**config.mk**
```make
export PLATFORM = sky130hd
export DESIGN_NAME = adts_frame_deframer_top
export DESIGN_NICKNAME = d
export VERILOG_FILES = /design/src/sv/adts_pkg.sv /design/src/sv/adts_frame_deframer_top.sv /design/src/sv/adts_front.sv /design/src/sv/adts_queue.sv /design/src/sv/adts_back.sv
export SDC_FILE = /design/constraint.sdc
export NUM_CORES = 1
export LEC_CHECK = 0
export BUFFER_PORTS_ARGS = -buffer_cell sky130_fd_sc_hd__buf_2
export CORE_UTILIZATION = 62
export CTS_CLUSTER_SIZE = 30
export DETAILED_ROUTE_END_ITERATION = 10
export GPL_ROUTABILITY_DRIVEN = 0
export HOLD_SLACK_MARGIN = 0.03
export PLACE_DENSITY = 0.75
export SETUP_SLACK_MARGIN = 0.5
export SLEW_MARGIN = 25
export SYNTH_ARGS = -nofsm -noshare
export SYNTH_HDL_FRONTEND = slang
export SYNTH_HIERARCHICAL = 1
export SYNTH_SLANG_ARGS = --single-unit
```
**constraint.sdc**
```tcl
create_clock -name clock -period 15.4 [get_ports clock]
set_input_delay 3.08 -clock clock [delete_from_list [all_inputs] [get_ports clock]]
set_output_delay 3.08 -clock clock [all_outputs]
set_load 0.03 [all_outputs]
```
**src/sv/adts_pkg.sv**
```systemverilog
// Shared types, constants and the sampling-rate table of the ADTS deframer.
package adts_pkg;

   localparam int HEADER_BYTES = 7;
   localparam int COUNT_BITS_DEFAULT = 32;
   localparam int QUEUE_DEPTH = 8;
   localparam int LEN_BITS = 13;
   localparam int FIELD_BITS = 6;
   localparam int FNUM_BITS = 32;
   localparam int RATE_BITS = 17;
   localparam int HDR_IDX_BITS = $clog2(HEADER_BYTES);

   localparam logic [7:0] SYNC_BYTE = 8'hFF;
   localparam logic [3:0] SYNC_NIBBLE = 4'hF;
   localparam logic [HDR_IDX_BITS-1:0] HDR_LAST = HDR_IDX_BITS'(HEADER_BYTES - 1);
   localparam logic [LEN_BITS-1:0] HDR_LEN = LEN_BITS'(HEADER_BYTES);

   typedef struct packed {
      logic                               is_hdr;
      logic [HEADER_BYTES-1:0][7:0]       bytes;
      logic [LEN_BITS-1:0]                pos;
      logic [LEN_BITS-1:0]                len;
      logic [FIELD_BITS-1:0]              fields;
      logic [FNUM_BITS-1:0]               fnum;
   } entry_type;

   function automatic logic [RATE_BITS-1:0] rate_hz(input logic [3:0] idx);
      logic [RATE_BITS-1:0] r;
      unique case (idx)
         4'd0:    r = RATE_BITS'(96000);
         4'd1:    r = RATE_BITS'(88200);
         4'd2:    r = RATE_BITS'(64000);
         4'd3:    r = RATE_BITS'(48000);
         4'd4:    r = RATE_BITS'(44100);
         4'd5:    r = RATE_BITS'(32000);
         4'd6:    r = RATE_BITS'(24000);
         4'd7:    r = RATE_BITS'(22050);
         4'd8:    r = RATE_BITS'(16000);
         4'd9:    r = RATE_BITS'(12000);
         4'd10:   r = RATE_BITS'(11025);
         4'd11:   r = RATE_BITS'(8000);
         default: r = '0;
      endcase
      return r;
   endfunction

endpackage

```
**src/sv/adts_frame_deframer_top.sv**
```systemverilog
// Top level of the ADTS frame deframer: front end, transaction queue, back end.
// A payload byte reaches rsp through the queue memory and then the output register; a
// valid header is pushed as one entry with its seventh byte and put out as seven results.
// Throughput: one input byte and one result per cycle while no stall is raised, set
// by the single output register; header bursts are absorbed by the eight-entry queue.
// Synchronous reset clears phase, counters, queue pointers and output valid.
module adts_frame_deframer_top
   import adts_pkg::*;
#(
   parameter int COUNT_BITS = COUNT_BITS_DEFAULT
) (
   input  logic                   clock,
   input  logic                   reset,
   input  logic                   req_valid,
   output logic                   req_stall,
   input  logic [7:0]             req_byte_in,
   output logic                   rsp_valid,
   input  logic                   rsp_stall,
   output logic [7:0]             rsp_data_byte,
   output logic                   rsp_frame_start,
   output logic                   rsp_frame_last,
   output logic [LEN_BITS-1:0]    rsp_byte_position,
   output logic [LEN_BITS-1:0]    rsp_frame_length,
   output logic [1:0]             rsp_profile_code,
   output logic [3:0]             rsp_rate_index,
   output logic [RATE_BITS-1:0]   rsp_sample_rate_hz,
   output logic [FNUM_BITS-1:0]   rsp_frame_number
);

   logic        push, pop, full, empty;
   entry_type   push_entry, head;

   adts_front #(
      .COUNT_BITS (COUNT_BITS)
   ) u_front (
      .clock       (clock),
      .reset       (reset),
      .req_valid   (req_valid),
      .req_byte_in (req_byte_in),
      .full        (full),
      .req_stall   (req_stall),
      .push        (push),
      .push_entry  (push_entry)
   );

   adts_queue u_queue (
      .clock      (clock),
      .reset      (reset),
      .push       (push),
      .push_entry (push_entry),
      .pop        (pop),
      .full       (full),
      .empty      (empty),
      .head       (head)
   );

   adts_back u_back (
      .clock              (clock),
      .reset              (reset),
      .empty              (empty),
      .head               (head),
      .pop                (pop),
      .rsp_stall          (rsp_stall),
      .rsp_valid          (rsp_valid),
      .rsp_data_byte      (rsp_data_byte),
      .rsp_frame_start    (rsp_frame_start),
      .rsp_frame_last     (rsp_frame_last),
      .rsp_byte_position  (rsp_byte_position),
      .rsp_frame_length   (rsp_frame_length),
      .rsp_profile_code   (rsp_profile_code),
      .rsp_rate_index     (rsp_rate_index),
      .rsp_sample_rate_hz (rsp_sample_rate_hz),
      .rsp_frame_number   (rsp_frame_number)
   );

endmodule

```
**src/sv/adts_front.sv**
```systemverilog
// Front end: sync hunt, header capture and classification of stream bytes.
module adts_front
   import adts_pkg::*;
#(
   parameter int COUNT_BITS = COUNT_BITS_DEFAULT
) (
   input  logic            clock,
   input  logic            reset,
   input  logic            req_valid,
   input  logic [7:0]      req_byte_in,
   input  logic            full,
   output logic            req_stall,
   output logic            push,
   output entry_type       push_entry
);

   localparam logic [1:0] PH_HUNT    = 2'd0;
   localparam logic [1:0] PH_SYNC    = 2'd1;
   localparam logic [1:0] PH_HEADER  = 2'd2;
   localparam logic [1:0] PH_PAYLOAD = 2'd3;
   localparam int FN_COPY = (COUNT_BITS < FNUM_BITS) ? COUNT_BITS : FNUM_BITS;

   logic [1:0]              phase_ff, phase_in;
   logic [LEN_BITS-1:0]     pos_ff, pos_in;
   logic [LEN_BITS-1:0]     len_ff, len_in;
   logic [FIELD_BITS-1:0]   fields_ff, fields_in;
   logic [COUNT_BITS-1:0]   cnt_ff, cnt_in;
   logic [7:0]              hdr_ff [HEADER_BYTES-1];

   logic                    accept;
   logic [LEN_BITS-1:0]     hdr_len;
   logic [COUNT_BITS-1:0]   cnt_next;
   logic [LEN_BITS:0]       pos_plus;
   logic [FNUM_BITS-1:0]    fnum_cur, fnum_next;

   assign req_stall = full;
   assign accept    = req_valid && !full;
   assign hdr_len   = {hdr_ff[3][1:0], hdr_ff[4], hdr_ff[5][7:5]};
   assign cnt_next  = cnt_ff + COUNT_BITS'(1);
   assign pos_plus  = {1'b0, pos_ff} + (LEN_BITS+1)'(1);

   always_comb begin
      fnum_cur  = '0;
      fnum_next = '0;
      fnum_cur[FN_COPY-1:0]  = cnt_ff[FN_COPY-1:0];
      fnum_next[FN_COPY-1:0] = cnt_next[FN_COPY-1:0];
   end

   always_comb begin
      phase_in   = phase_ff;
      pos_in     = pos_ff;
      len_in     = len_ff;
      fields_in  = fields_ff;
      cnt_in     = cnt_ff;
      push       = 1'b0;
      push_entry = '0;
      if (accept) begin
         unique case (phase_ff)
            PH_HUNT: begin
               if (req_byte_in == SYNC_BYTE) begin
                  phase_in = PH_SYNC;
               end
            end
            PH_SYNC: begin
               if (req_byte_in[7:4] == SYNC_NIBBLE) begin
                  pos_in   = LEN_BITS'(2);
                  phase_in = PH_HEADER;
               end else begin
                  phase_in = PH_HUNT;
               end
            end
            PH_HEADER: begin
               pos_in = pos_ff + LEN_BITS'(1);
               if (pos_ff[HDR_IDX_BITS-1:0] == HDR_LAST) begin
                  if (hdr_len < HDR_LEN) begin
                     phase_in = PH_HUNT;
                     pos_in   = '0;
                  end else begin
                     len_in    = hdr_len;
                     fields_in = hdr_ff[2][7:2];
                     cnt_in    = cnt_next;
                     push      = 1'b1;
                     push_entry.is_hdr = 1'b1;
                     for (int i = 0; i < HEADER_BYTES - 1; i++) begin
                        push_entry.bytes[i] = hdr_ff[i];
                     end
                     push_entry.bytes[HEADER_BYTES-1] = req_byte_in;
                     push_entry.len    = hdr_len;
                     push_entry.fields = hdr_ff[2][7:2];
                     push_entry.fnum   = fnum_next;
                     if (hdr_len == HDR_LEN) begin
                        phase_in = PH_HUNT;
                        pos_in   = '0;
                     end else begin
                        phase_in = PH_PAYLOAD;
                        pos_in   = HDR_LEN;
                     end
                  end
               end
            end
            default: begin
               push              = 1'b1;
               push_entry.bytes[0] = req_byte_in;
               push_entry.pos    = pos_ff;
               push_entry.len    = len_ff;
               push_entry.fields = fields_ff;
               push_entry.fnum   = fnum_cur;
               pos_in            = pos_plus[LEN_BITS-1:0];
               if (pos_plus >= {1'b0, len_ff}) begin
                  phase_in = PH_HUNT;
                  pos_in   = '0;
               end
            end
         endcase
      end
   end

   always_ff @(posedge clock) begin
      if (reset) begin
         phase_ff  <= PH_HUNT;
         pos_ff    <= '0;
         len_ff    <= '0;
         fields_ff <= '0;
         cnt_ff    <= '0;
      end else begin
         phase_ff  <= phase_in;
         pos_ff    <= pos_in;
         len_ff    <= len_in;
         fields_ff <= fields_in;
         cnt_ff    <= cnt_in;
      end
   end

   always_ff @(posedge clock) begin
      if (accept) begin
         if (phase_ff == PH_HUNT) begin
            hdr_ff[0] <= req_byte_in;
         end
         if (phase_ff == PH_SYNC) begin
            hdr_ff[1] <= req_byte_in;
         end
         if (phase_ff == PH_HEADER && pos_ff[HDR_IDX_BITS-1:0] != HDR_LAST) begin
            hdr_ff[pos_ff[HDR_IDX_BITS-1:0]] <= req_byte_in;
         end
      end
   end

   a_payload_in_frame: assert property (@(posedge clock) disable iff (reset)
      phase_ff == PH_PAYLOAD |-> (pos_ff < len_ff && len_ff > HDR_LEN))
      else $error("payload position outside frame");

   a_header_len: assert property (@(posedge clock) disable iff (reset)
      push && push_entry.is_hdr |-> push_entry.len >= HDR_LEN)
      else $error("header pushed with short length");

endmodule

```
**src/sv/adts_queue.sv**
```systemverilog
// Short queue of classified transactions between front and back end.
module adts_queue
   import adts_pkg::*;
(
   input  logic        clock,
   input  logic        reset,
   input  logic        push,
   input  entry_type   push_entry,
   input  logic        pop,
   output logic        full,
   output logic        empty,
   output entry_type   head
);

   localparam int PTR_BITS = $clog2(QUEUE_DEPTH);
   localparam int CNT_BITS = $clog2(QUEUE_DEPTH + 1);

   entry_type              mem_ff [QUEUE_DEPTH];
   logic [PTR_BITS-1:0]    wr_ff, wr_in;
   logic [PTR_BITS-1:0]    rd_ff, rd_in;
   logic [CNT_BITS-1:0]    cnt_ff, cnt_in;

   assign full  = (cnt_ff == CNT_BITS'(QUEUE_DEPTH));
   assign empty = (cnt_ff == '0);
   assign head  = mem_ff[rd_ff];

   always_comb begin
      wr_in  = wr_ff;
      rd_in  = rd_ff;
      cnt_in = cnt_ff;
      if (push) begin
         wr_in = (wr_ff == PTR_BITS'(QUEUE_DEPTH - 1)) ? '0 : wr_ff + PTR_BITS'(1);
      end
      if (pop) begin
         rd_in = (rd_ff == PTR_BITS'(QUEUE_DEPTH - 1)) ? '0 : rd_ff + PTR_BITS'(1);
      end
      priority if (push && !pop) begin
         cnt_in = cnt_ff + CNT_BITS'(1);
      end else if (pop && !push) begin
         cnt_in = cnt_ff - CNT_BITS'(1);
      end else begin
         cnt_in = cnt_ff;
      end
   end

   always_ff @(posedge clock) begin
      if (reset) begin
         wr_ff  <= '0;
         rd_ff  <= '0;
         cnt_ff <= '0;
      end else begin
         wr_ff  <= wr_in;
         rd_ff  <= rd_in;
         cnt_ff <= cnt_in;
      end
   end

   always_ff @(posedge clock) begin
      if (push) begin
         mem_ff[wr_ff] <= push_entry;
      end
   end

   a_no_overflow: assert property (@(posedge clock) disable iff (reset)
      push |-> !full)
      else $error("push into full queue");

   a_no_underflow: assert property (@(posedge clock) disable iff (reset)
      pop |-> !empty)
      else $error("pop from empty queue");

endmodule

```
**src/sv/adts_back.sv**
```systemverilog
// Back end: expands header bursts and drives the registered result channel.
module adts_back
   import adts_pkg::*;
(
   input  logic                   clock,
   input  logic                   reset,
   input  logic                   empty,
   input  entry_type              head,
   output logic                   pop,
   input  logic                   rsp_stall,
   output logic                   rsp_valid,
   output logic [7:0]             rsp_data_byte,
   output logic                   rsp_frame_start,
   output logic                   rsp_frame_last,
   output logic [LEN_BITS-1:0]    rsp_byte_position,
   output logic [LEN_BITS-1:0]    rsp_frame_length,
   output logic [1:0]             rsp_profile_code,
   output logic [3:0]             rsp_rate_index,
   output logic [RATE_BITS-1:0]   rsp_sample_rate_hz,
   output logic [FNUM_BITS-1:0]   rsp_frame_number
);

   logic                      valid_ff, valid_in;
   logic [HDR_IDX_BITS-1:0]   idx_ff, idx_in;
   logic                      load;
   logic [LEN_BITS-1:0]       pos;
   logic [LEN_BITS:0]         pos_plus;

   logic [7:0]                data_ff;
   logic                      start_ff, last_ff;
   logic [LEN_BITS-1:0]       pos_ff, len_ff;
   logic [1:0]                prof_ff;
   logic [3:0]                ridx_ff;
   logic [RATE_BITS-1:0]      hz_ff;
   logic [FNUM_BITS-1:0]      fnum_ff;

   assign load     = !empty && (!valid_ff || !rsp_stall);
   assign pop      = load && (!head.is_hdr || idx_ff == HDR_LAST);
   assign pos      = head.is_hdr ? LEN_BITS'(idx_ff) : head.pos;
   assign pos_plus = {1'b0, pos} + (LEN_BITS+1)'(1);

   always_comb begin
      idx_in   = idx_ff;
      valid_in = valid_ff && rsp_stall;
      if (load) begin
         valid_in = 1'b1;
         idx_in   = pop ? '0 : idx_ff + HDR_IDX_BITS'(1);
      end
   end

   always_ff @(posedge clock) begin
      if (reset) begin
         valid_ff <= 1'b0;
         idx_ff   <= '0;
      end else begin
         valid_ff <= valid_in;
         idx_ff   <= idx_in;
      end
   end

   always_ff @(posedge clock) begin
      if (load) begin
         data_ff  <= head.is_hdr ? head.bytes[idx_ff] : head.bytes[0];
         start_ff <= (pos == '0);
         last_ff  <= (pos_plus == {1'b0, head.len});
         pos_ff   <= pos;
         len_ff   <= head.len;
         prof_ff  <= head.fields[5:4];
         ridx_ff  <= head.fields[3:0];
         hz_ff    <= rate_hz(head.fields[3:0]);
         fnum_ff  <= head.fnum;
      end
   end

   assign rsp_valid          = valid_ff;
   assign rsp_data_byte      = data_ff;
   assign rsp_frame_start    = start_ff;
   assign rsp_frame_last     = last_ff;
   assign rsp_byte_position  = pos_ff;
   assign rsp_frame_length   = len_ff;
   assign rsp_profile_code   = prof_ff;
   assign rsp_rate_index     = ridx_ff;
   assign rsp_sample_rate_hz = hz_ff;
   assign rsp_frame_number   = fnum_ff;

   a_burst_on_header: assert property (@(posedge clock) disable iff (reset)
      idx_ff != '0 |-> (!empty && head.is_hdr))
      else $error("burst index set without header at queue head");

endmodule

```
==> flow_summary.rst <==
.. list-table::
   :header-rows: 1

   * - Metric
     - Value
   * - 1st-pass router iterations
     - 5
   * - #FFs+latches synth
     - 1,189
   * - Final max-slew violation count
     - 0
   * - Number of nets in the synthesized netlist
     - 2,601
   * - Die Width
     - 280.9 µm
   * - Standard-cell row count
     - 101
   * - TritonCTS clock tree
     - done
   * - Chip height
     - 280.9 µm
   * - Number of levels the H-tree was split into
     - 3
   * - Final instance count without filler cells
     - 3,814
   * - Average vias per placed instance
     - 6.395
   * - Element type at the critical path start
     - input port
   * - Via count of the first global-routing pass
     - 24.88k
   * - Share of layout cells above drive strength 1
     - 26.41%
   * - Number of warnings printed during yosys synthesis
     - 6
   * - Total wire length
     - 101.8 mm
   * - Hold Violations, Final
     - 0
   * - Maximum clock frequency
     - 0.1335 GHz
   * - Slew Limit Headroom
     - 27.26%
   * - Clock-pin slew on the worst setup and hold paths
     - 0.06 ns
   * - Floorplan die area
     - 78,920 µm²
   * - Total number of vias
     - 24.39k
   * - Number of primary I/O pins
     - 105
   * - Crit path DAT
     - 7.79 ns
   * - Clock Root Buffer
     - clkbuf_16
   * - Setup Slack @ Placement
     - 6.806 ns
   * - Overall power after layout
     - 7.689 mW
   * - CP required
     - 15.70 ns
   * - Area of the core
     - 76,450 µm²
   * - Largest vdd supply drop
     - 0.0001523 V
   * - Pin count of the biggest net entering global routing
     - 135
   * - Count of filler cells inserted in the layout
     - between 4k and 5k
   * - Count of maximum capacitance violations
     - 0
   * - Global-route wire length before repair
     - 153.9 mm
   * - Final setup violating endpoints
     - 0
   * - Starting density of the core
     - 63.09%
   * - WL/cell
     - 26.68 µm
   * - Hold Buf Count CTS
     - 0
   * - Post-synthesis cell count
     - 2,550
   * - Yosys top cell area share
     - 68.86%
   * - Post-route DRC
     - 0
   * - Unrepaired setup endpoints after global routing
     - no
   * - Worst setup slack after layout
     - 7.907 ns
   * - Syn Area/Cell
     - 18.92 µm²
   * - Area of the mapped netlist
     - 48,230 µm²
   * - Antenna violations before repair
     - 2
   * - Run status
     - finished clean
   * - Clock insertion delay at the later pin of the skew report
     - 0.69 ns
   * - HPWL after detailed placement
     - 57.18 mm
   * - Clock skew after layout
     - 0.03030 ns
   * - Critical path capture point type
     - flop
   * - Number of cells after detailed placement
     - 3,593
   * - Post-synthesis async set-or-reset flop share
     - 0%
   * - Maximum buffer depth of the clock tree
     - 3
   * - Static Leakage
     - 18.85 nW
   * - Post-route ant nets
     - 0
   * - Synth cell types
     - 77
   * - Number of design-rule violations left by the first detailed-router iteration
     - 2,471
   * - Cell type with the largest total area after synthesis
     - edfxtp_1
   * - Remaining Overflow, GRT
     - 0
   * - Share of the cycle needed by the critical path after routing
     - 48.66%
   * - NumNets Final
     - 2,734
   * - Number of port buffers
     - roughly 100
   * - PD cells
     - approximately 140 nW/µm²
   * - Post CTS Setup Buffer Count
     - 0
   * - Number of clock sinks seen by CTS
     - 1,189
   * - Top cells by area in the synthesized netlist
     - edfxtp_1, mux4_2, dfxtp_1
   * - Class of the tightest hold or removal check
     - reg2reg
   * - Number of CTS-inserted buffers
     - ~120
   * - Share of synthesized area occupied by flip-flops and latches
     - 72.30%
   * - Most instantiated flip-flop cell in the synthesis netlist
     - edfxtp_1
   * - # resized after CTS
     - 0
   * - Maximum fanout count along the critical path
     - 61
   * - Syn-to-layout area delta
     - 11.05%
   * - Overall routing resource usage
     - a little over a quarter
   * - Number of flops mapped to enable cells by yosys
     - ~1.1k
   * - Worst slew pin tran
     - 1.091 ns
   * - Critical path type
     - in2reg
   * - Final min period
     - ~7.5 ns
   * - Aggregate negative setup slack
     - 0 ns
layout make-up:
type                            instances  area [µm²]  area share [%]
Antenna cell                            1       2.502        0.004672
Clock buffer                          143        3035           5.667
Clock inverter                         74       828.3           1.546
Inverter                               69       261.5          0.4882
Multi-Input combinational cell       1163       12350           23.07
Sequential cell                      1189       34880           65.13
Tap cell                             1030        1289           2.406
Timing Repair Buffer                  145       905.9           1.691
per-stage QoR:
stage          hold slack, ns  utilization (%)  instance area, µm²
6_report               0.4550            70.06               53560
5_1_grt                0.4730            70.05               53560
4_1_cts                0.4558            69.97               53490
3_5_place_dp           0.4474            64.91               49630
3_3_place_gp           0.4423            64.91               49630
2_1_floorplan          0.4360                -               48230
cells in the final DEF (no fill, tap or decap), types with 61 or more instances in the layout:
| cell type | n |
|---|---|
| clkbuf_16 | 117 |
| dfxtp_1 | 80 |
| mux2_2 | 83 |
| buf_2 | 104 |
| inv_1 | 66 |
| a21oi_1 | 61 |
| mux4_2 | 250 |
| edfxtp_1 | 1106 |
| nand2_1 | 108 |
| nor2_1 | 130 |
synth_stat cells (all sizes together), types with 9 or more instances:
library cell,number
mux4,250
a21oi,61
and3,48
ha,38
nand2b,12
nor3,18
or3,14
nor2b,23
nand2,108
nand4,28
nand3,30
clkbuf,54
xnor2,28
edfxtp,1106
dfxtp,83
xor2,42
and2,9
buf,75
o21ai,36
inv,69
nor4,23
o211ai,18
mux2i,38
mux2,137
nor2,138
power by group:
group / internal [mW] / total, mW / leakage, nW / switching [mW]
clock network: 1.67 / 2.87 / 1.86 / 1.19
registers: 3.67 / 3.73 / 12.1 / 0.0599
logic: 0.382 / 1.09 / 4.87 / 0.708
flip-flops by register name, indices dropped and copies added, names as in the netlist, 6 cells and up, named ones only:
name,cells
u_back/rsp_frame_number,32
u_front/pos_ff,13
u_back/rsp_data_byte,8
u_back/rsp_frame_length,13
u_back/rsp_sample_rate_hz,16
u_front/fields_ff,6
u_front/cnt_ff,32
u_front/hdr_ff,48
u_back/rsp_byte_position,13
u_queue/mem_ff,968
u_front/len_ff,13
worst max-delay path: stages:
cell	delay (ns)
buf_2	0.09
nor2b_2	0.59
nand2_1	0.28
a21boi_4	0.22
buf_4	0.34
inv_1	0.33
nand2_1	0.29
nor2_4	0.82
buf_4	0.92
buf_4	0.69
metal layers:
layer	share of wire [%]	global-route usage (%)	vias up
li1	-	-	10450
met1	40	37.51	12600
met2	49	42.41	1177
met3	8.4	4.597	157
met4	2.4	8.015	2
met5	0.013	0	-
path summary, 6_finish.rpt:
check | cells past startpoint | from | slack (ns) | end
hold reg to reg | 2 | u_front/fields_ff[2]$_SDFFE_PP0P_ | 0.45 | u_front/fields_ff[2]$_SDFFE_PP0P_
hold / removal | 2 | u_front/fields_ff[2]$_SDFFE_PP0P_ | 0.45 | u_front/fields_ff[2]$_SDFFE_PP0P_
setup reg to reg | 10 | u_front/phase_ff[0]$_SDFFE_PP0P_ | 9.72 | u_queue/mem_ff[7][79]$_DFFE_PP_
setup / recovery | 10 | req_valid | 7.91 | u_queue/mem_ff[7][79]$_DFFE_PP_
logic make-up (layout without fill, tap and decap cells):
family / Yosys count / after routing / synth area share, %
DFF: 1189 / 1189 / 72.30
and+or+nand+nor: 475 / 475 / 5.056
muxes: 425 / 425 / 15.99
buffers and inverters: 198 / 431 / 2.337
AOI/OAI and AO/OA: 153 / 153 / 1.974
xor gates and xnor gates: 71 / 71 / 1.318
adders and majority gates: 39 / 39 / 1.027
other: 0 / 1 / 0
Note: power is estimated with default switching activity, not from simulation.
